File: src/hdl/pas_pkg.sv
// Package for the polyline angle simplifier.
// Holds the shared constants and the control structs between the top level
// and the sharpness unit. Depends on nothing.
package pas_pkg;

  // Default geometry of the design
  localparam int DEF_COORD_BITS = 24;
  localparam int DEF_MAX_VERTS  = 4096;

  // Width of the position field of a result
  localparam int POS_BITS = 12;

  // Threshold register, signed Q1.14, and its reset value of -1.0
  localparam int MS_BITS = 16;
  localparam logic signed [MS_BITS-1:0] MS_RESET = -16'sd16384;

  // Number of fraction bits of the squared threshold (2 x 14)
  localparam int FRAC_SHIFT = 28;

  // Configuration port
  localparam int APB_DATA_BITS = 32;
  localparam int PADDR_BITS    = 3;
  localparam logic REG_MIN_SHARP = 1'b0;

  // Request to the sharpness unit
  typedef struct packed {
    logic start;
    logic strict;
  } pas_req_t;

  // Answer of the sharpness unit
  typedef struct packed {
    logic done;
    logic result;
  } pas_rsp_t;

endpackage

File: src/hdl/pas_in_if.sv
// Vertex input channel of the polyline angle simplifier.
// Carries valid, ready and one vertex; uses no package.
interface pas_in_if #(
  parameter int COORD_BITS = 24
);
  logic                         valid;
  logic                         ready;
  logic signed [COORD_BITS-1:0] vert_x;
  logic signed [COORD_BITS-1:0] vert_y;
  logic                         end_of_line;

  modport source (output valid, vert_x, vert_y, end_of_line, input ready);
  modport sink   (input valid, vert_x, vert_y, end_of_line, output ready);
endinterface

File: src/hdl/pas_out_if.sv
// Result channel of the polyline angle simplifier.
// Carries valid, ready and one reduced vertex; uses no package.
interface pas_out_if #(
  parameter int COORD_BITS = 24,
  parameter int POS_BITS   = 12
);
  logic                         valid;
  logic                         ready;
  logic [POS_BITS-1:0]          position;
  logic signed [COORD_BITS-1:0] out_x;
  logic signed [COORD_BITS-1:0] out_y;
  logic                         final_vertex;

  modport source (output valid, position, out_x, out_y, final_vertex, input ready);
  modport sink   (input valid, position, out_x, out_y, final_vertex, output ready);
endinterface

File: src/hdl/pas_sharp.sv
// Exact sharpness test for the polyline angle simplifier.
// One shift-add multiplier is reused under a small sequencer.
// Depends on pas_pkg.
module pas_sharp #(
  parameter int COORD_BITS = pas_pkg::DEF_COORD_BITS
) (
  input  logic                                 clk_i,
  input  logic                                 rst_ni,
  input  pas_pkg::pas_req_t                    req_i,
  input  logic signed [COORD_BITS-1:0]         a_x_i,
  input  logic signed [COORD_BITS-1:0]         a_y_i,
  input  logic signed [COORD_BITS-1:0]         b_x_i,
  input  logic signed [COORD_BITS-1:0]         b_y_i,
  input  logic signed [COORD_BITS-1:0]         c_x_i,
  input  logic signed [COORD_BITS-1:0]         c_y_i,
  input  logic signed [pas_pkg::MS_BITS-1:0]   m_i,
  output pas_pkg::pas_rsp_t                    rsp_o
);
  import pas_pkg::*;

  // Difference, product, sum and accumulator widths
  localparam int DW   = COORD_BITS + 1;
  localparam int PW   = 2 * DW;
  localparam int SW   = PW + 1;
  localparam int ACCW = 2 * SW + 32;
  localparam int CW   = $clog2(SW + 1);

  typedef enum logic [2:0] {
    S_IDLE, S_ZERO, S_LOAD, S_MUL, S_SIGN, S_CMP
  } state_e;

  // Multiplications in the order they are run
  typedef enum logic [3:0] {
    OP_UXWX, OP_UYWY, OP_DD, OP_UXUX, OP_UYUY,
    OP_WXWX, OP_WYWY, OP_MM, OP_MU, OP_MW
  } op_e;

  state_e                  state_q;
  op_e                     op_q;
  logic [CW-1:0]           cnt_q;
  logic                    strict_q;
  logic signed [MS_BITS-1:0] m_q;
  logic signed [DW-1:0]    ux_q, uy_q, wx_q, wy_q;
  logic [PW-1:0]           p1_q, p2_q;
  logic [SW-1:0]           d_q, u2_q, w2_q;
  logic [2*SW-1:0]         lhs_q;
  logic [ACCW-1:0]         tmp_q;
  logic [ACCW-1:0]         ma_q, acc_q;
  logic [SW-1:0]           mb_q;
  pas_rsp_t                rsp_q;

  logic [ACCW-1:0]         load_a, acc_nx, lhs_ext;
  logic [SW-1:0]           load_b, d_c;
  logic                    keep_acc, n1, n2, neg_c, zero_c, m_zero, m_pos;
  logic [MS_BITS-1:0]      m_abs;

  function automatic logic [DW-1:0] mag(logic signed [DW-1:0] v);
    return v[DW-1] ? DW'(-v) : DW'(v);
  endfunction

  // Operand selection for the next multiplication
  always_comb begin
    m_abs    = m_q[MS_BITS-1] ? MS_BITS'(-m_q) : MS_BITS'(m_q);
    keep_acc = (op_q == OP_UYUY) || (op_q == OP_WYWY);
    case (op_q)
      OP_UXWX: begin load_a = ACCW'(mag(ux_q)); load_b = SW'(mag(wx_q)); end
      OP_UYWY: begin load_a = ACCW'(mag(uy_q)); load_b = SW'(mag(wy_q)); end
      OP_DD:   begin load_a = ACCW'(d_q);       load_b = d_q;             end
      OP_UXUX: begin load_a = ACCW'(mag(ux_q)); load_b = SW'(mag(ux_q)); end
      OP_UYUY: begin load_a = ACCW'(mag(uy_q)); load_b = SW'(mag(uy_q)); end
      OP_WXWX: begin load_a = ACCW'(mag(wx_q)); load_b = SW'(mag(wx_q)); end
      OP_WYWY: begin load_a = ACCW'(mag(wy_q)); load_b = SW'(mag(wy_q)); end
      OP_MM:   begin load_a = ACCW'(m_abs);     load_b = SW'(m_abs);     end
      OP_MU:   begin load_a = tmp_q;            load_b = u2_q;           end
      OP_MW:   begin load_a = tmp_q;            load_b = w2_q;           end
      default: begin load_a = '0;               load_b = '0;             end
    endcase
  end

  // One shift-add step of the multiplier
  assign acc_nx = mb_q[0] ? acc_q + ma_q : acc_q;

  // Signed dot product from the two magnitude products
  always_comb begin
    n1 = ux_q[DW-1] ^ wx_q[DW-1];
    n2 = uy_q[DW-1] ^ wy_q[DW-1];
    if (n1 == n2) begin
      d_c   = SW'(p1_q) + SW'(p2_q);
      neg_c = n1;
    end else if (p1_q >= p2_q) begin
      d_c   = SW'(p1_q - p2_q);
      neg_c = n1;
    end else begin
      d_c   = SW'(p2_q - p1_q);
      neg_c = n2;
    end
    zero_c  = (d_c == '0);
    m_zero  = (m_q == '0);
    m_pos   = !m_q[MS_BITS-1] && !m_zero;
    lhs_ext = ACCW'({lhs_q, {FRAC_SHIFT{1'b0}}});
  end

  // Sequencer and datapath registers
  always_ff @(posedge clk_i or negedge rst_ni) begin
    if (!rst_ni) begin
      state_q  <= S_IDLE;
      op_q     <= OP_UXWX;
      cnt_q    <= '0;
      strict_q <= 1'b0;
      m_q      <= '0;
      ux_q     <= '0;
      uy_q     <= '0;
      wx_q     <= '0;
      wy_q     <= '0;
      p1_q     <= '0;
      p2_q     <= '0;
      d_q      <= '0;
      u2_q     <= '0;
      w2_q     <= '0;
      lhs_q    <= '0;
      tmp_q    <= '0;
      ma_q     <= '0;
      mb_q     <= '0;
      acc_q    <= '0;
      rsp_q    <= '0;
    end else begin
      rsp_q.done <= 1'b0;
      case (state_q)
        S_IDLE: begin
          if (req_i.start) begin
            ux_q     <= DW'(a_x_i) - DW'(b_x_i);
            uy_q     <= DW'(a_y_i) - DW'(b_y_i);
            wx_q     <= DW'(c_x_i) - DW'(b_x_i);
            wy_q     <= DW'(c_y_i) - DW'(b_y_i);
            m_q      <= m_i;
            strict_q <= req_i.strict;
            state_q  <= S_ZERO;
          end
        end
        // A zero vector gives sharpness 0
        S_ZERO: begin
          if ((ux_q == '0 && uy_q == '0) || (wx_q == '0 && wy_q == '0)) begin
            rsp_q.done   <= 1'b1;
            rsp_q.result <= strict_q ? m_pos : (m_pos || m_zero);
            state_q      <= S_IDLE;
          end else begin
            op_q    <= OP_UXWX;
            state_q <= S_LOAD;
          end
        end
        S_LOAD: begin
          ma_q  <= load_a;
          mb_q  <= load_b;
          cnt_q <= '0;
          if (!keep_acc) begin
            acc_q <= '0;
          end
          state_q <= S_MUL;
        end
        S_MUL: begin
          acc_q <= acc_nx;
          ma_q  <= ma_q << 1;
          mb_q  <= mb_q >> 1;
          cnt_q <= cnt_q + 1'b1;
          if (cnt_q == CW'(SW - 1)) begin
            case (op_q)
              OP_UXWX: p1_q  <= PW'(acc_nx);
              OP_UYWY: p2_q  <= PW'(acc_nx);
              OP_DD:   lhs_q <= (2*SW)'(acc_nx);
              OP_UYUY: u2_q  <= SW'(acc_nx);
              OP_WYWY: w2_q  <= SW'(acc_nx);
              OP_MM:   tmp_q <= acc_nx;
              OP_MU:   tmp_q <= acc_nx;
              OP_MW:   tmp_q <= acc_nx;
              default: ;
            endcase
            if (op_q == OP_UYWY) begin
              state_q <= S_SIGN;
            end else if (op_q == OP_MW) begin
              state_q <= S_CMP;
            end else begin
              op_q    <= op_e'(op_q + 4'd1);
              state_q <= S_LOAD;
            end
          end
        end
        // Sign of the dot product settles m = 0, and any case where it is zero or opposite to m, without squares
        S_SIGN: begin
          d_q <= d_c;
          if (m_zero) begin
            rsp_q.done   <= 1'b1;
            rsp_q.result <= strict_q ? (!zero_c && neg_c) : (zero_c || neg_c);
            state_q      <= S_IDLE;
          end else if (m_pos && (zero_c || neg_c)) begin
            rsp_q.done   <= 1'b1;
            rsp_q.result <= 1'b1;
            state_q      <= S_IDLE;
          end else if (!m_pos && (zero_c || !neg_c)) begin
            rsp_q.done   <= 1'b1;
            rsp_q.result <= 1'b0;
            state_q      <= S_IDLE;
          end else begin
            op_q    <= OP_DD;
            state_q <= S_LOAD;
          end
        end
        // Compare d^2 * 2^28 with m^2 * |u|^2 * |w|^2
        S_CMP: begin
          rsp_q.done <= 1'b1;
          if (m_pos) begin
            rsp_q.result <= strict_q ? (lhs_ext < tmp_q) : (lhs_ext <= tmp_q);
          end else begin
            rsp_q.result <= strict_q ? (lhs_ext > tmp_q) : (lhs_ext >= tmp_q);
          end
          state_q <= S_IDLE;
        end
        default: state_q <= S_IDLE;
      endcase
    end
  end

  assign rsp_o = rsp_q;

  a_start_idle: assert property (@(posedge clk_i) disable iff (!rst_ni)
    req_i.start |-> state_q == S_IDLE)
    else $error("sharpness test started while busy");

  a_done_pulse: assert property (@(posedge clk_i) disable iff (!rst_ni)
    rsp_q.done |=> !rsp_q.done)
    else $error("sharpness answer held for more than one cycle");

  a_cnt_range: assert property (@(posedge clk_i) disable iff (!rst_ni)
    state_q == S_MUL |-> cnt_q < CW'(SW))
    else $error("multiplier step count out of range");

endmodule

File: src/hdl/polyline_angle_simplifier_core.sv
// Top level of the polyline angle simplifier.
// Holds the vertex bookkeeping, the result queue and the threshold register.
// Depends on pas_pkg, pas_in_if, pas_out_if and pas_sharp.
//
//  channel  direction  transfer carries
//  in_i     sink       vert_x, vert_y, end_of_line
//  out_o    source     position, out_x, out_y, final_vertex
//  apb      slave      min_sharp at byte address 0
//
// The first two vertices of a polyline are stored without a sharpness test.
// A later vertex runs the sharpness test, which ends early for a zero vector or when
// the sign of the dot product decides, and otherwise goes on to the squares.
// The shift-add multiplier works through one multiplier bit per cycle.
// A closed polyline runs the test once more at its last vertex.
// Up to four results are queued; the input is held off while more than two wait.
module polyline_angle_simplifier_core #(
  parameter int COORD_BITS = pas_pkg::DEF_COORD_BITS,
  parameter int MAX_VERTS  = pas_pkg::DEF_MAX_VERTS
) (
  input  logic                                clk_i,
  input  logic                                rst_ni,
  pas_in_if.sink                              in_i,
  pas_out_if.source                           out_o,
  input  logic                                psel_i,
  input  logic                                penable_i,
  input  logic                                pwrite_i,
  input  logic [pas_pkg::PADDR_BITS-1:0]      paddr_i,
  input  logic [pas_pkg::APB_DATA_BITS-1:0]   pwdata_i,
  output logic [pas_pkg::APB_DATA_BITS-1:0]   prdata_o,
  output logic                                pready_o
);
  import pas_pkg::*;

  localparam int RCW = $clog2(MAX_VERTS + 1);

  typedef enum logic [1:0] {T_IDLE, T_TEST, T_END, T_CLOSE} state_e;

  typedef logic signed [COORD_BITS-1:0] coord_t;

  state_e             state_q;
  logic [1:0]         ic_q;
  logic [RCW-1:0]     rc_q;
  logic signed [MS_BITS-1:0] min_sharp_q;
  coord_t             first_x_q, first_y_q, anchor_x_q, anchor_y_q;
  coord_t             second_x_q, second_y_q, prev_x_q, prev_y_q;
  coord_t             tail_x_q, tail_y_q, cur_x_q, cur_y_q;
  logic               cur_eol_q;

  // Result queue
  logic [POS_BITS-1:0] q_pos_q [4];
  coord_t              q_x_q   [4];
  coord_t              q_y_q   [4];
  logic                q_fin_q [4];
  logic [1:0]          wr_ptr_q, rd_ptr_q;
  logic [2:0]          q_cnt_q;

  logic                in_acc, pop, closed;
  logic                push_en, push_fin;
  logic [POS_BITS-1:0] push_pos, pos_tail;
  coord_t              push_x, push_y, b_x, b_y, c_x, c_y;
  pas_req_t            req;
  pas_rsp_t            rsp;

  function automatic logic [POS_BITS-1:0] pos_of(logic [RCW-1:0] rc);
    logic [31:0] p;
    p = 32'(rc) - 32'd1;
    return p[POS_BITS-1:0];
  endfunction

  // Configuration port
  assign pready_o = 1'b1;
  assign prdata_o = (paddr_i[2] == REG_MIN_SHARP) ? APB_DATA_BITS'(min_sharp_q) : '0;

  always_ff @(posedge clk_i or negedge rst_ni) begin
    if (!rst_ni) begin
      min_sharp_q <= MS_RESET;
    end else if (psel_i && penable_i && pwrite_i && paddr_i[2] == REG_MIN_SHARP) begin
      min_sharp_q <= pwdata_i[MS_BITS-1:0];
    end
  end

  // Handshakes
  assign in_i.ready = (state_q == T_IDLE) && (q_cnt_q <= 3'd2);
  assign in_acc     = in_i.valid && in_i.ready;
  assign pop        = out_o.valid && out_o.ready;
  assign closed     = (first_x_q == cur_x_q) && (first_y_q == cur_y_q);
  assign pos_tail   = pos_of(rc_q);

  // Operands of the sharpness test: a running vertex or the wrap at vertex 0
  always_comb begin
    if (state_q == T_END) begin
      b_x = anchor_x_q;  b_y = anchor_y_q;
      c_x = second_x_q;  c_y = second_y_q;
    end else begin
      b_x = tail_x_q;    b_y = tail_y_q;
      c_x = in_i.vert_x; c_y = in_i.vert_y;
    end
    req.start  = (in_acc && ic_q == 2'd2) || (state_q == T_END && cur_eol_q && closed);
    req.strict = (state_q == T_END);
  end

  pas_sharp #(
    .COORD_BITS (COORD_BITS)
  ) u_sharp (
    .clk_i  (clk_i),
    .rst_ni (rst_ni),
    .req_i  (req),
    .a_x_i  (prev_x_q),
    .a_y_i  (prev_y_q),
    .b_x_i  (b_x),
    .b_y_i  (b_y),
    .c_x_i  (c_x),
    .c_y_i  (c_y),
    .m_i    (min_sharp_q),
    .rsp_o  (rsp)
  );

  // Which result, if any, enters the queue this cycle
  always_comb begin
    push_en  = 1'b0;
    push_pos = pos_tail;
    push_x   = tail_x_q;
    push_y   = tail_y_q;
    push_fin = 1'b1;
    case (state_q)
      T_IDLE: begin
        if (in_acc && ic_q == 2'd0) begin
          push_en  = 1'b1;
          push_pos = '0;
          push_x   = in_i.vert_x;
          push_y   = in_i.vert_y;
          push_fin = in_i.end_of_line;
        end
      end
      T_TEST: begin
        if (rsp.done && !rsp.result) begin
          push_en  = 1'b1;
          push_fin = 1'b0;
        end
      end
      T_END: begin
        push_en = cur_eol_q && !closed;
      end
      T_CLOSE: begin
        if (rsp.done) begin
          push_en = 1'b1;
          if (rsp.result) begin
            push_pos = '0;
            push_x   = prev_x_q;
            push_y   = prev_y_q;
          end
        end
      end
      default: push_en = 1'b0;
    endcase
  end

  // Vertex bookkeeping
  always_ff @(posedge clk_i or negedge rst_ni) begin
    if (!rst_ni) begin
      state_q    <= T_IDLE;
      ic_q       <= '0;
      rc_q       <= '0;
      first_x_q  <= '0;  first_y_q  <= '0;
      anchor_x_q <= '0;  anchor_y_q <= '0;
      second_x_q <= '0;  second_y_q <= '0;
      prev_x_q   <= '0;  prev_y_q   <= '0;
      tail_x_q   <= '0;  tail_y_q   <= '0;
      cur_x_q    <= '0;  cur_y_q    <= '0;
      cur_eol_q  <= 1'b0;
    end else begin
      case (state_q)
        T_IDLE: begin
          if (in_acc) begin
            cur_x_q   <= in_i.vert_x;
            cur_y_q   <= in_i.vert_y;
            cur_eol_q <= in_i.end_of_line;
            case (ic_q)
              2'd0: begin
                first_x_q  <= in_i.vert_x;  first_y_q  <= in_i.vert_y;
                anchor_x_q <= in_i.vert_x;  anchor_y_q <= in_i.vert_y;
                prev_x_q   <= in_i.vert_x;  prev_y_q   <= in_i.vert_y;
                tail_x_q   <= in_i.vert_x;  tail_y_q   <= in_i.vert_y;
                ic_q       <= in_i.end_of_line ? 2'd0 : 2'd1;
                rc_q       <= in_i.end_of_line ? '0 : RCW'(1);
              end
              2'd1: begin
                prev_x_q   <= anchor_x_q;   prev_y_q   <= anchor_y_q;
                second_x_q <= in_i.vert_x;  second_y_q <= in_i.vert_y;
                tail_x_q   <= in_i.vert_x;  tail_y_q   <= in_i.vert_y;
                rc_q       <= RCW'(2);
                ic_q       <= 2'd2;
                state_q    <= T_END;
              end
              default: state_q <= T_TEST;
            endcase
          end
        end
        // Merge into the tail, or keep the tail and start a new one
        T_TEST: begin
          if (rsp.done) begin
            tail_x_q <= cur_x_q;
            tail_y_q <= cur_y_q;
            if (rsp.result) begin
              if (rc_q == RCW'(2)) begin
                second_x_q <= cur_x_q;
                second_y_q <= cur_y_q;
              end
            end else begin
              prev_x_q <= tail_x_q;
              prev_y_q <= tail_y_q;
              if (rc_q < RCW'(MAX_VERTS)) begin
                rc_q <= rc_q + 1'b1;
              end
            end
            state_q <= T_END;
          end
        end
        T_END: begin
          if (!cur_eol_q) begin
            state_q <= T_IDLE;
          end else if (closed) begin
            state_q <= T_CLOSE;
          end else begin
            ic_q    <= '0;
            rc_q    <= '0;
            state_q <= T_IDLE;
          end
        end
        T_CLOSE: begin
          if (rsp.done) begin
            ic_q    <= '0;
            rc_q    <= '0;
            state_q <= T_IDLE;
          end
        end
        default: state_q <= T_IDLE;
      endcase
    end
  end

  // Result queue, four entries
  always_ff @(posedge clk_i or negedge rst_ni) begin
    if (!rst_ni) begin
      wr_ptr_q <= '0;
      rd_ptr_q <= '0;
      q_cnt_q  <= '0;
    end else begin
      if (push_en) begin
        wr_ptr_q <= wr_ptr_q + 1'b1;
      end
      if (pop) begin
        rd_ptr_q <= rd_ptr_q + 1'b1;
      end
      if (push_en && !pop) begin
        q_cnt_q <= q_cnt_q + 1'b1;
      end else if (pop && !push_en) begin
        q_cnt_q <= q_cnt_q - 1'b1;
      end
    end
  end

  always_ff @(posedge clk_i) begin
    if (push_en) begin
      q_pos_q[wr_ptr_q] <= push_pos;
      q_x_q[wr_ptr_q]   <= push_x;
      q_y_q[wr_ptr_q]   <= push_y;
      q_fin_q[wr_ptr_q] <= push_fin;
    end
  end

  assign out_o.valid        = (q_cnt_q != 3'd0);
  assign out_o.position     = q_pos_q[rd_ptr_q];
  assign out_o.out_x        = q_x_q[rd_ptr_q];
  assign out_o.out_y        = q_y_q[rd_ptr_q];
  assign out_o.final_vertex = q_fin_q[rd_ptr_q];

  a_no_overflow: assert property (@(posedge clk_i) disable iff (!rst_ni)
    push_en |-> q_cnt_q < 3'd4)
    else $error("result queue overflow");

  a_answer_awaited: assert property (@(posedge clk_i) disable iff (!rst_ni)
    rsp.done |-> (state_q == T_TEST || state_q == T_CLOSE))
    else $error("sharpness answer arrived unexpectedly");

  a_single_vertex: assert property (@(posedge clk_i) disable iff (!rst_ni)
    (in_acc && ic_q == 2'd0 && in_i.end_of_line) |=> (ic_q == 2'd0 && rc_q == '0))
    else $error("single-vertex polyline left state behind");

endmodule
File: src/flat_wrapper.sv
// flat-port wrapper written by rule: the top's interface ports become plain ports
module polyline_angle_simplifier_core_flat import pas_pkg::*;
#(
  parameter int COORD_BITS = pas_pkg::DEF_COORD_BITS,
  parameter int MAX_VERTS  = pas_pkg::DEF_MAX_VERTS
)
  (clk_i, rst_ni, psel_i, penable_i, pwrite_i, paddr_i, pwdata_i, prdata_o, pready_o, in_i_valid, in_i_vert_x, in_i_vert_y, in_i_end_of_line, in_i_ready, out_o_valid, out_o_position, out_o_out_x, out_o_out_y, out_o_final_vertex, out_o_ready);
  pas_in_if #(.COORD_BITS(COORD_BITS)) in_i_i ();
  pas_out_if #(.COORD_BITS(COORD_BITS)) out_o_i ();
  input  logic clk_i;
  input  logic rst_ni;
  input  logic psel_i;
  input  logic penable_i;
  input  logic pwrite_i;
  input  logic [pas_pkg::PADDR_BITS-1:0] paddr_i;
  input  logic [pas_pkg::APB_DATA_BITS-1:0] pwdata_i;
  output logic [pas_pkg::APB_DATA_BITS-1:0] prdata_o;
  output logic pready_o;
  input wire logic [$bits(in_i_i.valid)-1:0] in_i_valid;
  input wire logic [$bits(in_i_i.vert_x)-1:0] in_i_vert_x;
  input wire logic [$bits(in_i_i.vert_y)-1:0] in_i_vert_y;
  input wire logic [$bits(in_i_i.end_of_line)-1:0] in_i_end_of_line;
  output wire logic [$bits(in_i_i.ready)-1:0] in_i_ready;
  output wire logic [$bits(out_o_i.valid)-1:0] out_o_valid;
  output wire logic [$bits(out_o_i.position)-1:0] out_o_position;
  output wire logic [$bits(out_o_i.out_x)-1:0] out_o_out_x;
  output wire logic [$bits(out_o_i.out_y)-1:0] out_o_out_y;
  output wire logic [$bits(out_o_i.final_vertex)-1:0] out_o_final_vertex;
  input wire logic [$bits(out_o_i.ready)-1:0] out_o_ready;
  assign in_i_i.valid = in_i_valid;
  assign in_i_i.vert_x = in_i_vert_x;
  assign in_i_i.vert_y = in_i_vert_y;
  assign in_i_i.end_of_line = in_i_end_of_line;
  assign in_i_ready = in_i_i.ready;
  assign out_o_valid = out_o_i.valid;
  assign out_o_position = out_o_i.position;
  assign out_o_out_x = out_o_i.out_x;
  assign out_o_out_y = out_o_i.out_y;
  assign out_o_final_vertex = out_o_i.final_vertex;
  assign out_o_i.ready = out_o_ready;
  polyline_angle_simplifier_core #(.COORD_BITS(COORD_BITS), .MAX_VERTS(MAX_VERTS)) u_core (.clk_i(clk_i), .rst_ni(rst_ni), .in_i(in_i_i), .out_o(out_o_i), .psel_i(psel_i), .penable_i(penable_i), .pwrite_i(pwrite_i), .paddr_i(paddr_i), .pwdata_i(pwdata_i), .prdata_o(prdata_o), .pready_o(pready_o));
endmodule
File: config.mk
export PLATFORM = sky130hd
export DESIGN_NAME = polyline_angle_simplifier_core_flat
export DESIGN_NICKNAME = d
export VERILOG_FILES = /design/src/hdl/pas_pkg.sv /design/src/hdl/pas_in_if.sv /design/src/hdl/pas_out_if.sv /design/src/hdl/pas_sharp.sv /design/src/hdl/polyline_angle_simplifier_core.sv /design/src/flat_wrapper.sv
export SDC_FILE = /design/constraint.sdc
export NUM_CORES = 2
export LEC_CHECK = 0
export ABC_CLOCK_PERIOD_IN_PS = 7800
export BUFFER_PORTS_ARGS = -buffer_cell sky130_fd_sc_hd__buf_4
export CAP_MARGIN = 20
export CORE_MARGIN = 5
export CORE_UTILIZATION = 50
export CTS_BUF_LIST = sky130_fd_sc_hd__clkbuf_8
export CTS_CLUSTER_DIAMETER = 50
export DETAILED_ROUTE_END_ITERATION = 12
export GPL_TIMING_DRIVEN = 0
export PLACE_DENSITY = 0.63
export SYNTH_ARGS = -nofsm -noshare
export SYNTH_HDL_FRONTEND = slang
export SYNTH_SLANG_ARGS = --single-unit
export TNS_END_PERCENT = 1
File: constraint.sdc
create_clock -name clk_i -period 7.8 [get_ports clk_i]
set_clock_uncertainty 0.05 [all_clocks]
set_input_delay 0.39 -clock clk_i [delete_from_list [all_inputs] [get_ports clk_i]]
set_output_delay 0.39 -clock clk_i [all_outputs]
set_load 0.005 [all_outputs]
==> summary.md <==
| Metric | Value |
|---|---|
| Status | `finished, violations left` |
| Violated checks | `setup timing` |
| GP Congestion | `1.01` |
| Storage element area | `37900 µm²` |
| Footprint of the multi-input gates | `46400 µm²` |
| DP HPWL | `274000 µm` |
| Post-synth EDFFs | `244` |
| Asr flop ratio synth | `0.833` |
| Metal2 WL | `152000 µm` |
| Top Metal Used | `met5` |
| Io pins | `187` |
| Filler cells | `16100` |
| Die Span Y | `430 µm` |
| Vias per inst | `6.30` |
| CTS Buf Count | `285` |
| Router iterations before antenna repair | `10` |
| Post-CTS Repair Setup Buffers | `0` |
| CP endpoint kind | `register` |
| Arr. time, crit path | `8.51 ns` |
| CP Class | `register to register` |
| First-pass GRT wire length | `517000 µm` |
| Clock Sinks | `1465` |
| Worst setup margin | `-0.0653 ns` |
| Rows | `154` |
| CTS tree | `yes` |
| Top fanout value on the critical path | `10` |
| Seq/Total Area, Yosys | `0.430` |
| Die area | `185000 µm²` |
| Main flop type after synthesis | `dfrtp_1` |
| DRC violations left | `0` |
| Cell area after synthesis | `88100 µm²` |
| Detail Route Antenna Nets | `0` |
| Fmax | `127 MHz` |
| Max cap viols | `0` |
| Routed WL | `354000 µm` |
| Synth Warn # | `0` |
| Largest net degree at the start of global routing | `183` |
| Most frequent cells in the layout | `nand2_1, o21ai_0, dfrtp_1` |
| PwrDens | `387 nW/µm²` |
| Initial antenna violation count | `15` |
| Syn_nets | `10400` |
| Startpoint types | `register` |
| Syn Area/Cell | `9.00 µm²` |
| Endpoints failing hold | `0` |
| Final setup viols | `1` |
| H-tree Lvls | `5` |
| Number of nets in the layout | `11000` |
| CTS root buffer | `clkbuf_8` |
| Remaining global-route overflow | `0` |
| Core area | `176000 µm²` |
| Peak supply drop | `0.255 mV` |
| Die X | `430 µm` |
| Initial DRC Count | `10700` |
| CP required | `8.45 ns` |
| Post-Place Cell Area | `93400 µm²` |
| Min-delay worst type | `primary input to register` |
| Initial Util | `0.502` |
| Final period utilization | `1.01` |
| WL met3 | `31100 µm` |
| Finished Layout Cells | `12900` |
| Port bufs | `167` |
| Layout area overhead | `13.0%` |
| Number of synthesized register bits | `1465` |
| Hold WS | `0.0950 ns` |
| Cell count after synthesis | `9790` |
| Leak | `44.5 nW` |
| All-Layer GR Usage | `0.370` |
| Via count | `81400` |
| Vias in the first global route | `77400` |
| Worst-Margin Slew | `1.29 ns` |
| Commonest non-fill, non-tap cell in the layout | `nand2_1` |
| Slew Limit Fails | `0` |
| Relative slew slack | `0.140` |
| Clk pin slew, worst setup/hold paths | `0.06 ns` |
| Worst-Skew Late Latency | `1.04 ns` |
| Unrepaired setup endpoints after global routing | `true` |
| Fraction of layout cells with a size suffix above 1 | `0.0861` |
| Post-route cell area | `99600 µm²` |
| Metal-1 WL | `150000 µm` |
| Placed Cells | `12400` |
| Count of different cell masters after synthesis | `100` |
| Post-layout minimum cycle time | `7.87 ns` |
| Clock Path Buffers | `4` |
| Routed len/inst | `27.4 µm` |
worst max-delay path, cell delays in order, from the launching register on:
cell	delay, ns
dfrtp_1	0.41
ha_1	0.45
nand4_1	0.40
nor4_1	0.69
nand4_1	0.26
o211a_1	0.20
buf_2	0.23
a31oi_4	0.46
buf_2	0.46
clkdlybuf4s15_2	0.59
o311ai_0	0.24
a32oi_1	0.35
xnor2_1	0.27
o21ai_0	0.17
nand4b_1	0.28
nor4_2	0.30
nand4_2	0.53
a221oi_4	0.67
o221ai_1	0.50
sequential cells by signal, summed over array words and instances, names as in the netlist, 25 cells and up:
signal                count
u_core.u_sharp.w2_q      51
u_core.u_sharp.p2_q      50
u_core.u_sharp.uy_q      25
u_core.q_x_q             96
u_core.q_pos_q           48
u_core.u_sharp.u2_q      51
u_core.q_y_q             96
u_core.u_sharp.wx_q      25
u_core.u_sharp.wy_q      25
u_core.u_sharp.acc_q    134
u_core.u_sharp.lhs_q    102
u_core.u_sharp.ux_q      25
u_core.u_sharp.tmp_q    134
u_core.u_sharp.d_q       51
u_core.u_sharp.mb_q      51
u_core.u_sharp.ma_q     134
u_core.u_sharp.p1_q      50
cell families (layout without fill, tap and decap cells):
family          count (synthesis)  count (layout)  share of synthesized area
xor+xnor                      413             413                     0.0410
other cells                     1              12                  0.0000425
fa+ha+maj                     513             513                     0.0736
buf+inv                      1022            1803                     0.0448
flops                        1465            1465                      0.430
mux                           375             375                     0.0526
compound gates               3017            3017                      0.208
simple gates                 2984            2984                      0.150
final timing paths:
check                      slack (ns)                     from                        to  cells past startpoint
max in group asynchronous        4.54                   rst_ni       u_core.prev_x_q[17]                      6
min in group asynchronous        0.43                   rst_ni  u_core.u_sharp.tmp_q[76]                      3
hold / removal                   0.09              pwdata_i[9]     u_core.min_sharp_q[9]                      3
hold reg to reg                  0.43    u_core.second_x_q[13]     u_core.second_x_q[13]                      2
setup reg to reg                -0.07  u_core.u_sharp.p2_q[27]   u_core.u_sharp.rsp_o[0]                     18
setup / recovery                -0.07  u_core.u_sharp.p2_q[27]   u_core.u_sharp.rsp_o[0]                     18
per-stage QoR:
step                 util  power [W]  setup WS (ns)  setup TNS [ns]
finish              0.567     0.0386        -0.0653         -0.0653
global route        0.567     0.0403        -0.0226         -0.0226
CTS                 0.566     0.0381         0.0413               0
detailed placement  0.531     0.0304         -0.528          -0.528
global placement    0.525     0.0298          -8.87               -
floorplan               -     0.0221           2.80               0
final cells by class:
type                            instances  area share
Sequential cell                      1465       0.380
Buffer                                605      0.0241
Clock buffer                          332      0.0459
Timing Repair Buffer                  316      0.0304
Inverter                              416      0.0157
Multi-Input combinational cell       7303       0.466
Antenna cell                           11    0.000276
Clock inverter                        134     0.00778
Tap cell                             2340      0.0294
repair_timing:
action / 4_1_cts / 5_1_grt
hold buffers: 77 / 0
setup endpoints to repair: 1 / 2
resized for setup: 6 / 2
hold endpoints to repair: 800 / 0
per-layer routing:
metal / global-route usage / vias to the layer above
li1: - / 36300
met1: 0.521 / 40100
met2: 0.549 / 4080
met3: 0.0713 / 921
met4: 0.182 / 8
met5: 0 / -
cell usage after synthesis (60+ instances only):
| master | n | area [µm²] |
|---|---|---|
| o31ai_1 | 85 | 638 |
| nand4_1 | 114 | 713 |
| nor3_1 | 101 | 505 |
| o21bai_1 | 60 | 450 |
| o22ai_1 | 116 | 726 |
| a31oi_1 | 61 | 382 |
| ha_1 | 504 | 6310 |
| mux4_2 | 61 | 1370 |
| nand3_1 | 90 | 450 |
| mux2i_1 | 222 | 2220 |
| edfxtp_1 | 244 | 7330 |
| dfrtp_1 | 1219 | 30500 |
| and3_1 | 129 | 807 |
| nand2_1 | 1597 | 5990 |
| a21oi_1 | 664 | 3320 |
| xor2_1 | 201 | 1760 |
| nor4_1 | 67 | 419 |
| xnor2_1 | 212 | 1860 |
| nor2_1 | 536 | 2010 |
| a222oi_1 | 93 | 931 |
| clkbuf_1 | 515 | 1930 |
| o21ai_0 | 1269 | 6350 |
| inv_1 | 415 | 1560 |
| mux2_2 | 92 | 1040 |
| nor2b_1 | 83 | 519 |
| a21o_1 | 181 | 1360 |
| or3_1 | 63 | 394 |
power by group:
group	leakage (nW)	internal [W]	switching (W)
clock network	3.06	0.00408	0.00344
logic	22.8	0.00638	0.0137
registers	18.6	0.00953	0.00145
total	44.5	0.0200	0.0186
Power figures use the tool's default switching activity.
